### src/rtl/blocked_tile_address_generator_macros.svh
// Assertion macros shared by the tile address generator modules.
`ifndef BLOCKED_TILE_ADDRESS_GENERATOR_MACROS_SVH
`define BLOCKED_TILE_ADDRESS_GENERATOR_MACROS_SVH

// Same-cycle implication under synchronous reset.
`define BTAG_ASSERT_IMPL(label, clk, rst, ante, cons) \
  label: assert property (@(posedge clk) disable iff (rst) (ante) |-> (cons)) \
    else $error("btag assertion failed");

// Next-cycle implication under synchronous reset.
`define BTAG_ASSERT_NEXT(label, clk, rst, ante, cons) \
  label: assert property (@(posedge clk) disable iff (rst) (ante) |=> (cons)) \
    else $error("btag assertion failed");

`endif

### src/rtl/btag_pkg.sv
// Types and constants of the blocked tile address generator.
package btag_pkg;

  localparam int unsigned TILE_BYTES  = 2048;
  localparam int unsigned ALIGN_BYTES = 64;
  localparam int unsigned COL_STRIDE  = 1;
  localparam int unsigned PAD_COLS    = 0;
  localparam int unsigned PAD_ROWS    = 0;

  localparam int unsigned SLOT_BYTES_INT =
    ((TILE_BYTES + ALIGN_BYTES - 1) / ALIGN_BYTES) * ALIGN_BYTES;
  localparam logic [23:0] SLOT_BYTES  = 24'(SLOT_BYTES_INT);
  localparam logic [31:0] COL_STEP    = 32'(COL_STRIDE);
  localparam logic        PAD_COL_EN  = (PAD_COLS > 0);
  localparam logic        PAD_ROW_EN  = (PAD_ROWS > 0);

  localparam int unsigned QUEUE_DEPTH = 2;

  typedef enum logic {
    OP_START = 1'b0,
    OP_STEP  = 1'b1
  } op_t;

  typedef enum logic [2:0] {
    REG_ROW_STRIDE      = 3'd0,
    REG_K_BLOCK_STRIDE  = 3'd1,
    REG_BLOCK_COLS      = 3'd2,
    REG_BLOCK_ROWS      = 3'd3,
    REG_K_BLOCK_COUNT   = 3'd4,
    REG_M_BLOCKS        = 3'd5,
    REG_M_BLOCK_STRIDE  = 3'd6,
    REG_NEXT_BATCH_JUMP = 3'd7
  } cfg_reg_t;

  typedef struct packed {
    logic        valid;
    logic [2:0]  index;
    logic [31:0] data;
  } cfg_write_t;

  typedef struct packed {
    op_t         op;
    logic [31:0] start_tile;
    logic [15:0] batches;
    logic [15:0] first_m;
  } entry_t;

  typedef struct packed {
    logic   valid;
    entry_t entry;
  } queue_head_t;

endpackage

### src/rtl/btag_front.sv
// Front end: accepts items, classifies the command and queues them.
`include "blocked_tile_address_generator_macros.svh"
module btag_front #(
  parameter int unsigned DEPTH = btag_pkg::QUEUE_DEPTH
) (
  input  logic                 clk,
  input  logic                 rst,
  input  logic                 in_valid,
  output logic                 in_stall,
  input  logic                 command,
  input  logic [31:0]          start_tile,
  input  logic [15:0]          output_block_count,
  input  logic [15:0]          first_m_block,
  output btag_pkg::queue_head_t head,
  input  logic                 pop
);
  import btag_pkg::*;

  localparam int unsigned PW = (DEPTH > 1) ? $clog2(DEPTH) : 1;
  localparam int unsigned CW = $clog2(DEPTH + 1);
  localparam logic [PW-1:0] LAST_PTR = PW'(DEPTH - 1);
  localparam logic [CW-1:0] FULL     = CW'(DEPTH);

  entry_t          slots [DEPTH];
  logic [PW-1:0]   wr_ptr;
  logic [PW-1:0]   rd_ptr;
  logic [CW-1:0]   count;
  logic            push;
  entry_t          incoming;

  assign in_stall = (count == FULL);
  assign push     = in_valid && !in_stall;

  always_comb begin
    incoming.op         = command ? OP_STEP : OP_START;
    incoming.start_tile = start_tile;
    incoming.batches    = output_block_count;
    incoming.first_m    = first_m_block;
  end

  assign head.valid = (count != '0);
  assign head.entry = slots[rd_ptr];

  always_ff @(posedge clk) begin
    if (push) begin
      slots[wr_ptr] <= incoming;
    end
  end

  always_ff @(posedge clk) begin
    if (rst) begin
      wr_ptr <= '0;
      rd_ptr <= '0;
      count  <= '0;
    end else begin
      if (push) begin
        wr_ptr <= (wr_ptr == LAST_PTR) ? '0 : wr_ptr + 1'b1;
      end
      if (pop) begin
        rd_ptr <= (rd_ptr == LAST_PTR) ? '0 : rd_ptr + 1'b1;
      end
      if (push && !pop) begin
        count <= count + 1'b1;
      end else if (pop && !push) begin
        count <= count - 1'b1;
      end
    end
  end

  `BTAG_ASSERT_IMPL(a_pop_nonempty, clk, rst, pop, count != '0)
  `BTAG_ASSERT_IMPL(a_count_bound, clk, rst, 1'b1, count <= FULL)
  `BTAG_ASSERT_NEXT(a_push_grows, clk, rst, push && !pop, count == $past(count) + 1'b1)

endmodule

### src/rtl/btag_back.sv
// Back end: loop sequencer, configuration registers and result register.
`include "blocked_tile_address_generator_macros.svh"
module btag_back (
  input  logic                  clk,
  input  logic                  rst,
  input  btag_pkg::cfg_write_t  cfg,
  input  btag_pkg::queue_head_t head,
  output logic                  pop,
  output logic                  out_valid,
  input  logic                  out_stall,
  output logic                  valid_res,
  output logic [31:0]           tile_id,
  output logic [23:0]           buffer_offset,
  output logic                  pad_columns,
  output logic                  pad_rows,
  output logic                  block_end,
  output logic                  job_end
);
  import btag_pkg::*;

  logic [31:0] row_stride;
  logic [31:0] k_block_stride;
  logic [6:0]  block_cols;
  logic [6:0]  block_rows;
  logic [15:0] k_block_count;
  logic [15:0] m_block_limit;
  logic [31:0] m_block_stride;
  logic [31:0] next_batch_jump;

  logic        active,           active_next;
  logic [15:0] batches_left,     batches_left_next;
  logic [15:0] m_block_index,    m_block_index_next;
  logic [15:0] k_block_index,    k_block_index_next;
  logic [5:0]  row_index,        row_index_next;
  logic [5:0]  col_index,        col_index_next;
  logic [31:0] batch_start_tile, batch_start_tile_next;
  logic [31:0] block_start_tile, block_start_tile_next;
  logic [31:0] row_start_tile,   row_start_tile_next;
  logic [31:0] current_tile,     current_tile_next;
  logic [23:0] slot_offset,      slot_offset_next;

  logic [5:0]  cols_m1;
  logic [5:0]  rows_m1;
  logic [15:0] kcnt_m1;
  logic        last_col, last_row, last_k, last_batch;
  logic [31:0] row_adv, blk_adv, batch_adv;
  logic [15:0] m_inc, batches_dec;
  logic        m_wrap;

  logic        res_valid;
  logic [31:0] res_tile;
  logic [23:0] res_offset;
  logic        res_pad_c, res_pad_r, res_block_end, res_job_end;

  always_ff @(posedge clk) begin
    if (rst) begin
      row_stride     <= 32'd1;
      k_block_stride <= 32'd1;
      block_cols     <= 7'd1;
      block_rows     <= 7'd1;
      k_block_count  <= 16'd1;
      m_block_limit  <= 16'd1;
      m_block_stride <= '0;
      next_batch_jump <= '0;
    end else if (cfg.valid) begin
      case (cfg_reg_t'(cfg.index))
        REG_ROW_STRIDE:      row_stride      <= cfg.data;
        REG_K_BLOCK_STRIDE:  k_block_stride  <= cfg.data;
        REG_BLOCK_COLS:      block_cols      <= cfg.data[6:0];
        REG_BLOCK_ROWS:      block_rows      <= cfg.data[6:0];
        REG_K_BLOCK_COUNT:   k_block_count   <= cfg.data[15:0];
        REG_M_BLOCKS:        m_block_limit   <= cfg.data[15:0];
        REG_M_BLOCK_STRIDE:  m_block_stride  <= cfg.data;
        REG_NEXT_BATCH_JUMP: next_batch_jump <= cfg.data;
        default: ;
      endcase
    end
  end

  assign cols_m1 = (block_cols == 7'd0) ? 6'd0 :
                   (block_cols > 7'd64) ? 6'd63 : 6'(block_cols - 7'd1);
  assign rows_m1 = (block_rows == 7'd0) ? 6'd0 :
                   (block_rows > 7'd64) ? 6'd63 : 6'(block_rows - 7'd1);
  assign kcnt_m1 = (k_block_count == 16'd0) ? 16'd0 : k_block_count - 16'd1;

  assign last_col   = (col_index >= cols_m1);
  assign last_row   = (row_index >= rows_m1);
  assign last_k     = (k_block_index >= kcnt_m1);
  assign last_batch = (batches_left <= 16'd1);

  assign row_adv     = row_start_tile + row_stride;
  assign blk_adv     = block_start_tile + k_block_stride;
  assign m_inc       = m_block_index + 16'd1;
  assign m_wrap      = (m_inc == m_block_limit);
  assign batch_adv   = batch_start_tile + (m_wrap ? next_batch_jump : m_block_stride);
  assign batches_dec = batches_left - 16'd1;

  assign pop = head.valid && (!out_valid || !out_stall);

  always_comb begin
    active_next           = active;
    batches_left_next     = batches_left;
    m_block_index_next    = m_block_index;
    k_block_index_next    = k_block_index;
    row_index_next        = row_index;
    col_index_next        = col_index;
    batch_start_tile_next = batch_start_tile;
    block_start_tile_next = block_start_tile;
    row_start_tile_next   = row_start_tile;
    current_tile_next     = current_tile;
    slot_offset_next      = slot_offset;
    res_valid     = 1'b0;
    res_tile      = '0;
    res_offset    = '0;
    res_pad_c     = 1'b0;
    res_pad_r     = 1'b0;
    res_block_end = 1'b0;
    res_job_end   = 1'b0;
    if (head.entry.op == OP_START) begin
      batch_start_tile_next = head.entry.start_tile;
      block_start_tile_next = head.entry.start_tile;
      row_start_tile_next   = head.entry.start_tile;
      current_tile_next     = head.entry.start_tile;
      batches_left_next     = head.entry.batches;
      m_block_index_next    = head.entry.first_m;
      k_block_index_next    = '0;
      row_index_next        = '0;
      col_index_next        = '0;
      slot_offset_next      = '0;
      active_next           = (head.entry.batches != 16'd0);
    end else if (active) begin
      res_valid     = 1'b1;
      res_tile      = current_tile;
      res_offset    = slot_offset;
      res_pad_c     = PAD_COL_EN && last_k && last_col;
      res_pad_r     = PAD_ROW_EN && last_k && last_col;
      res_block_end = last_row && last_col;
      res_job_end   = last_row && last_col && last_k && last_batch;
      slot_offset_next  = slot_offset + SLOT_BYTES;
      current_tile_next = current_tile + COL_STEP;
      if (!last_col) begin
        col_index_next = col_index + 6'd1;
      end else begin
        col_index_next      = '0;
        row_start_tile_next = row_adv;
        current_tile_next   = row_adv;
        if (!last_row) begin
          row_index_next = row_index + 6'd1;
        end else begin
          row_index_next        = '0;
          slot_offset_next      = '0;
          block_start_tile_next = blk_adv;
          row_start_tile_next   = blk_adv;
          current_tile_next     = blk_adv;
          if (!last_k) begin
            k_block_index_next = k_block_index + 16'd1;
          end else begin
            k_block_index_next    = '0;
            m_block_index_next    = m_wrap ? 16'd0 : m_inc;
            batch_start_tile_next = batch_adv;
            block_start_tile_next = batch_adv;
            row_start_tile_next   = batch_adv;
            current_tile_next     = batch_adv;
            batches_left_next     = batches_dec;
            if (batches_dec == 16'd0) begin
              active_next = 1'b0;
            end
          end
        end
      end
    end
  end

  always_ff @(posedge clk) begin
    if (rst) begin
      active           <= 1'b0;
      batches_left     <= '0;
      m_block_index    <= '0;
      k_block_index    <= '0;
      row_index        <= '0;
      col_index        <= '0;
      batch_start_tile <= '0;
      block_start_tile <= '0;
      row_start_tile   <= '0;
      current_tile     <= '0;
      slot_offset      <= '0;
    end else if (pop) begin
      active           <= active_next;
      batches_left     <= batches_left_next;
      m_block_index    <= m_block_index_next;
      k_block_index    <= k_block_index_next;
      row_index        <= row_index_next;
      col_index        <= col_index_next;
      batch_start_tile <= batch_start_tile_next;
      block_start_tile <= block_start_tile_next;
      row_start_tile   <= row_start_tile_next;
      current_tile     <= current_tile_next;
      slot_offset      <= slot_offset_next;
    end
  end

  always_ff @(posedge clk) begin
    if (rst) begin
      out_valid <= 1'b0;
    end else if (pop) begin
      out_valid <= 1'b1;
    end else if (!out_stall) begin
      out_valid <= 1'b0;
    end
  end

  always_ff @(posedge clk) begin
    if (pop) begin
      valid_res     <= res_valid;
      tile_id       <= res_tile;
      buffer_offset <= res_offset;
      pad_columns   <= res_pad_c;
      pad_rows      <= res_pad_r;
      block_end     <= res_block_end;
      job_end       <= res_job_end;
    end
  end

  `BTAG_ASSERT_IMPL(a_job_end_idle, clk, rst, out_valid && valid_res && job_end, !active)
  `BTAG_ASSERT_NEXT(a_empty_start, clk, rst, pop && head.entry.op == OP_START && head.entry.batches == 16'd0, !active)
  `BTAG_ASSERT_NEXT(a_idle_step, clk, rst, pop && head.entry.op == OP_STEP && !active, out_valid && !valid_res)

endmodule

### src/rtl/blocked_tile_address_generator.sv
// Blocked tile address generator: each command gives one result; one item per cycle
// while not stalled. A front queue takes commands; the back sequencer updates its
// batch, K block, row and column counters for each command and loads the result
// register, so one item enters and one result leaves every cycle while the
// output is not stalled. A command is first written into the queue and, once
// popped, loads the result register. A stalled result holds the sequencer; the
// two-entry queue then fills and in_stall rises. A start command resets the
// counters and yields an all-zero result. Configuration writes are always taken
// and must only happen while idle.
module blocked_tile_address_generator #(
  parameter int unsigned QUEUE_DEPTH = btag_pkg::QUEUE_DEPTH
) (
  input  logic        clk,
  input  logic        rst,
  input  logic        in_valid,
  output logic        in_stall,
  input  logic        command,
  input  logic [31:0] start_tile,
  input  logic [15:0] output_block_count,
  input  logic [15:0] first_m_block,
  output logic        out_valid,
  input  logic        out_stall,
  output logic        valid_res,
  output logic [31:0] tile_id,
  output logic [23:0] buffer_offset,
  output logic        pad_columns,
  output logic        pad_rows,
  output logic        block_end,
  output logic        job_end,
  input  logic        cfg_valid,
  output logic        cfg_ready,
  input  logic [2:0]  cfg_index,
  input  logic [31:0] cfg_data
);
  import btag_pkg::*;

  queue_head_t head;
  logic        pop;
  cfg_write_t  cfg;

  assign cfg_ready = 1'b1;
  assign cfg.valid = cfg_valid && cfg_ready;
  assign cfg.index = cfg_index;
  assign cfg.data  = cfg_data;

  btag_front #(
    .DEPTH(QUEUE_DEPTH)
  ) u_front (
    .clk                (clk),
    .rst                (rst),
    .in_valid           (in_valid),
    .in_stall           (in_stall),
    .command            (command),
    .start_tile         (start_tile),
    .output_block_count (output_block_count),
    .first_m_block      (first_m_block),
    .head               (head),
    .pop                (pop)
  );

  btag_back u_back (
    .clk           (clk),
    .rst           (rst),
    .cfg           (cfg),
    .head          (head),
    .pop           (pop),
    .out_valid     (out_valid),
    .out_stall     (out_stall),
    .valid_res     (valid_res),
    .tile_id       (tile_id),
    .buffer_offset (buffer_offset),
    .pad_columns   (pad_columns),
    .pad_rows      (pad_rows),
    .block_end     (block_end),
    .job_end       (job_end)
  );

endmodule

### config.mk
export PLATFORM = sky130hd
export DESIGN_NAME = blocked_tile_address_generator
export DESIGN_NICKNAME = d
export VERILOG_FILES = /design/src/rtl/btag_pkg.sv /design/src/rtl/btag_front.sv /design/src/rtl/btag_back.sv /design/src/rtl/blocked_tile_address_generator.sv
export VERILOG_INCLUDE_DIRS = /design/src /design/src/rtl
export SDC_FILE = /design/constraint.sdc
export NUM_CORES = 1
export LEC_CHECK = 0
export BUFFER_PORTS_ARGS = -buffer_cell sky130_fd_sc_hd__buf_2
export CAP_MARGIN = 20
export CORE_MARGIN = 10
export CORE_UTILIZATION = 44
export CTS_BUF_LIST = sky130_fd_sc_hd__clkbuf_4
export DETAILED_ROUTE_END_ITERATION = 6
export HOLD_SLACK_MARGIN = 0.08
export PLACE_DENSITY_LB_ADDON = 0.3
export SETUP_SLACK_MARGIN = 0.02
export SLEW_MARGIN = 20
export SYNTH_ARGS = -nofsm -noshare
export SYNTH_HDL_FRONTEND = slang
export SYNTH_SLANG_ARGS = --single-unit
export TNS_END_PERCENT = 1
### constraint.sdc
create_clock -name clk -period 9.3 [get_ports clk]
set_input_delay 1.86 -clock clk [delete_from_list [all_inputs] [get_ports clk]]
set_output_delay 1.86 -clock clk [all_outputs]
set_load 0.005 [all_outputs]
After elaboration in Yosys (flattened, before gate mapping) --
Memory sizes are Yosys's and may differ from the RTL's. A register that Yosys moved wholly into a read port is not among the register bits. Cells that the tools add are included.
Storage, ports and cells: memories kept 1, register bits 451, output and inout port bits 64, bits in writable memories 130
Memory list:
- u_front.slots | words 2, bits a word 65, read ports 1, clocked after memory_dff 1, wr ports 1, RTL line btag_front.sv:24 | entry_t slots [DEPTH];
Operators by class: equality and inequality tests 14, mux-type cells 68, reductions and logical operators 34, add/sub/neg operators 17, order comparisons 6
Operator list (number):
- $mux W32 | 18
- $mux W16 | 17
- $add A32 B32 Y32 | 3
- $mux W24 | 4
- $mux W6 | 11
- $add A16 B1 Y16 const B | 2
- $add A32 B1 Y32 const B | 1
- $logic_not A16 Y1 | 2
- $sub A16 B1 Y16 const B | 2
- $add A24 B12 Y24 const B | 1
- $reduce_and A2 Y1 | 10
- $eq A16 B16 Y1 | 1
- $ge A16 B16 Y1 | 1
- $le A16 B1 Y1 const B | 1
- $mux W1 | 16
- $reduce_bool A16 Y1 | 1
- $gt A7 B7 Y1 const B | 2
- $logic_not A7 Y1 | 2
- $add A6 B1 Y6 const B | 2
- $eq A3 B3 Y1 const B | 4
- $ge A6 B6 Y1 | 2
- $sub A6 B1 Y6 const B | 2
- $ne A2 B2 Y1 const B | 4
- $logic_and A1 B1 Y1 | 7
- 15 further kinds | 23

Logic depth before layout (Yosys ltp) --
depth in word-level cells 9, mapped depth 24, gate-level depth less buffers 22

Hierarchy --
From an unflattened synthesis, not the netlist that was laid out.
Unflattened totals: cells, all modules 3421, area, all modules 29975.0 um^2
By module, submodules not included:
- btag_back | cells an instance 3192, area each 25040.3 um^2, instances 1, sequential area each 8988.6 um^2
- btag_front | cells an instance 227, area each 4923.5 um^2, instances 1, sequential area each 4003.8 um^2
- blocked_tile_address_generator | cells an instance 2, area each 11.3 um^2, instances 1, sequential area each 0.0 um^2

Worst setup path after synthesis --
OpenSTA, ideal clock, no wires.
path kind input port to flip-flop, start point input port in_valid, end point memory u_front.slots[0][0] (netlist name), enable pin, cell stages on the path 2, library setup time 0.488 ns, setup slack 4.148 ns, required time 8.812 ns, data arrival time 4.664 ns, path through nand2_1 > nor2_1
On the way: longest elaborated chain between the ends 3
RTL lines:
- start, declared | RTL line blocked_tile_address_generator.sv:15 | input logic in_valid,
- $logic_and A1 B1 Y1 | RTL line btag_front.sv:32 | assign push = in_valid && !in_stall;
- $mux W1 | RTL line btag_front.sv:45 | if (push) begin
- $mux W1 (not written as such) | RTL line btag_front.sv:46 | slots[wr_ptr] <= incoming;
- end, declared | RTL line btag_front.sv:24
Every way passes these cells.

Worst setup path in the final report --
start point register u_back.m_block_index[4], end point register u_back.block_start_tile[30]
On the way: longest elaborated chain between the ends 9
RTL lines:
- start, declared | RTL line btag_back.sv:32 | logic [15:0] m_block_index, m_block_index_next;
- start signal, assigned | RTL line btag_back.sv:190 | m_block_index <= m_block_index_next;
- $add A16 B1 Y16 | RTL line btag_back.sv:93 | assign m_inc = m_block_index + 16'd1;
- $eq A16 B16 Y1 | RTL line btag_back.sv:94 | assign m_wrap = (m_inc == m_block_limit);
- $mux W32 | RTL line btag_back.sv:95 | assign batch_adv = batch_start_tile + (m_wrap ? next_batch_jump : m_block_stride);
- $add A32 B32 Y32 | RTL line btag_back.sv:95
- $mux W32 | RTL line btag_back.sv:155 | if (!last_k) begin
- $mux W32 | RTL line btag_back.sv:147 | if (!last_row) begin
- $mux W32 | RTL line btag_back.sv:141 | if (!last_col) begin
- $mux W32 | RTL line btag_back.sv:131 | end else if (active) begin
- $mux W32 | RTL line btag_back.sv:119 | if (head.entry.op == OP_START) begin
- end signal, assigned | RTL line btag_back.sv:195 | block_start_tile <= block_start_tile_next;
- end, declared | RTL line btag_back.sv:37 | logic [31:0] block_start_tile, block_start_tile_next;
Every way passes these cells. The select of a mux whose other input is x is not followed. A chain may end at the register's enable or synchronous reset.

==> results_dict.tcl <==
set metrics [dict create \
    cts_resized 0 \
    port_buffers 154 \
    p_leak_uw 0.0132 \
    wire_per_inst_um 20.7 \
    antenna_found_initial 3 \
    wirelength_um 96500 \
    critical_path_class "flip-flop to flip-flop" \
    yosys.area.top_type "dfxtp_1" \
    num_rows 96 \
    dpl.hpwl_um 68600 \
    numCtsBuffers 158 \
    run_status "complete, no violations" \
    max_freq_ghz 0.157 \
    cp.required_ns 10.20 \
    drv_slew 0 \
    drt_iter0_drc 2635 \
    grt_pass1_wl_um 147000 \
    p_sw_share_pct 40.5 \
    p_clk_share_pct 25.9 \
    crit_buf_inv 1 \
    hold_path.class "flip-flop to flip-flop" \
    cts_tree "built" \
    seqPwrFrac_pct 37.9 \
    finalCritPeriodShare_pct 68.7 \
    drive_gt1_share_pct 14.1 \
    finalSetupTns_ns 0 \
    syn_inst 3516 \
    p_per_area_nw_per_um2 258 \
    yosysMostFrequentCell "nand2_1" \
    synthTopCellsByCount "nand2_1, dfxtp_1, a21oi_1" \
    start_util_pct 44.2 \
    crit_chain "nand4_2, nor4_1, xnor2_1, o211ai_2, nor4b_4, nand4b_4, nand2_1, nand2_1, ha_1, inv_1, fa_1, nand2b_1, a21oi_1, o41ai_4, a221oi_2, o41ai_1, mux2_2, or2_2, a2111oi_0, nor2_1" \
    clk_pin_slew_worst_paths_ns 0.06 \
    post-cts-setup-buffers 0 \
    ios 169 \
    tightest_slew_ns 1.18 \
    ys_ff_latch 560 \
    postPlaceCellArea_um2 31600 \
    cts_sinks 560 \
    synth_cell_type_count 105 \
    comb_power_share_pct 36.2 \
    htree_levels 4 \
    critPathLaunchType "flip-flop" \
    holdBufCountCts 0 \
    whs_path_depth 2 \
    cp.arrival_ns 7.28 \
    post-route-min-period_ns 6.39 \
    grt_pass1_vias 25400 \
    crit_family "simple AND/OR/NAND/NOR gates" \
    clock_latency_ns 1.03 \
    yosys_warnings 0 \
    avgSynthCellArea_um2 8.60 \
    ys.flop_type "dfxtp_1" \
    setup_viol 0 \
    track_usage_pct 23.7 \
    cpMostUsedCell "nand2_1" \
    crit_cells 20 \
    peakVddDrop_mv 0.182 \
    area_growth_pct 11.3 \
    slowest_delay_ns 0.60 \
    clockBufferDepth 3 \
    drc 0 \
    grt_max_degree 137 \
    ys_top_cells_by_area "dfxtp_1, edfxtp_1, nand2_1" \
    worst-path-max-fanout 36 \
    r2r_cells 20 \
    core_um2 68300 \
    place.gp.congestion 1.01 \
    ys_seq_area_share_pct 43.0 \
    vias 27300 \
    grt_overflow 0 \
    fp.dieH_um 282 \
    synth_edf_count 178 \
    power_switching_uw 3520 \
    firstDrtPassIters 6 \
    p_int_uw 5170 \
    synthDominantCellAreaShare_pct 25.3 \
    cts_root_buf "clkbuf_4" \
    die_x_um 282 \
    design_area_um2 33600 \
    ys_async_sr_fraction_pct 0 \
    fin_skew_ns 0.0777 \
    nets 3915 \
    final-hold-violation-count 0 \
    fill_cells 6573 \
    rsz0062_at_grt "no" \
    dieArea_um2 79600 \
    viasPerCell 5.83 \
    drv_cap 0 \
    timing.hold.ws_ns 0.456 \
    slowest_stage "dfxtp_1" \
    synth_area_um2 30200 \
    slew_headroom_pct 20.8 \
    setup.worst_path.end_class "flip-flop" \
    ant_nets 0 \
]
## layout by cell type, fill, tap and decap left out, types with 40 or more instances in the layout
cell	count
nand2_1	661
dfxtp_1	381
a21oi_1	378
nor2_1	257
clkbuf_4	228
o21ai_0	180
edfxtp_1	178
buf_2	153
ha_1	138
nor3_1	92
and3_1	81
xnor2_1	74
xor2_1	70
nand3_1	62
mux2i_1	58
inv_1	53
a21o_1	48
a31oi_1	46
a211oi_1	45
nand4_1	41
buf_4	40
## registers in the layout, summed over array words and instances, names as in the netlist, 7 cells and up, named ones only
signal	cells
u_back.batch_start_tile	32
u_back.block_cols	7
u_back.k_block_stride	32
u_back.m_block_stride	32
u_front.slots	130
u_back.batches_left	16
u_back.slot_offset	13
u_back.block_start_tile	32
u_back.tile_id	32
u_back.row_start_tile	32
u_back.current_tile	32
u_back.block_rows	7
u_back.next_batch_jump	32
u_back.m_block_limit	16
u_back.row_stride	32
u_back.buffer_offset	13
u_back.k_block_index	16
u_back.k_block_count	16
u_back.m_block_index	16
## metrics by stage
stage          power (uW)  std cells  setup WS [ns]  utilization, %
6_report             8690       4674           2.91            49.2
2_1_floorplan        5390       3528           4.15               -
3_5_place_dp         6440       4391           2.99            46.3
3_3_place_gp         6410       4391           3.16            46.3
4_1_cts              8710       4671           2.99            49.2
5_1_grt              9190       4674           2.37            49.2
## routing by layer
metal	part of all wire [%]	global-route usage [%]	vias up
met4	3.8	10.7	2
met5	0.0073	0	-
met2	48	39.0	1023
li1	-	-	13000
met3	6.6	4.40	217
met1	42	30.1	13000
## power by group through the flow
stage | clock, uW | sequential (uW) | combinational [uW]
2_1_floorplan | 0 | 3240 | 2150
3_3_place_gp | 0 | 3330 | 3080
3_5_place_dp | 0 | 3330 | 3100
4_1_cts | 2300 | 3280 | 3120
5_1_grt | 2440 | 3330 | 3420
6_report | 2250 | 3290 | 3140
## cell families after synthesis
family	Yosys count	synth area share, %
AOI/OAI and AO/OA	951	19.8
adders and majority gates	145	6.04
and+or+nand+nor	1365	20.5
other	2	0.0248
xor gates and xnor gates	144	4.17
muxes	80	2.74
DFF	560	43.0
buffers and inverters	269	3.76
## final timing paths
| check | slack, ns | to | start |
|---|---|---|---|
| worst max register to register | 2.91 | u_back.block_start_tile[30]$_SDFFE_PP0P_ | u_back.m_block_index[4]$_SDFFE_PP0P_ |
| worst min-delay path | 0.46 | u_back.m_block_stride[19]$_SDFFE_PP0P_ | u_back.m_block_stride[19]$_SDFFE_PP0P_ |
| worst max-delay path | 2.91 | u_back.block_start_tile[30]$_SDFFE_PP0P_ | u_back.m_block_index[4]$_SDFFE_PP0P_ |
| worst min register to register | 0.46 | u_back.m_block_stride[19]$_SDFFE_PP0P_ | u_back.m_block_stride[19]$_SDFFE_PP0P_ |
## final cells by class
class	count	area, um^2	share of cell area, %
multi-input combinational	2699	16200	48.3
clock inverter	52	273	0.811
clock buffer	228	1710	5.09
inverter	55	206	0.614
tap	882	1100	3.28
timing repair buffer	195	1100	3.27
antenna	3	7.51	0.0223
sequential	560	13000	38.7
## worst reg2reg max path, stage by stage, from the launching register on
cell and delay, ns:
dfxtp_1 0.60, nand4_2 0.32, nor4_1 0.56, xnor2_1 0.25
o211ai_2 0.16, nor4b_4 0.36, nand4b_4 0.56, nand2_1 0.26
nand2_1 0.08, ha_1 0.22, inv_1 0.08, fa_1 0.19
nand2b_1 0.13, a21oi_1 0.13, o41ai_4 0.49, a221oi_2 0.16
o41ai_1 0.56, mux2_2 0.41, or2_2 0.31, a2111oi_0 0.38
nor2_1 0.09
No activity file was read; power rests on OpenSTA's default activity.
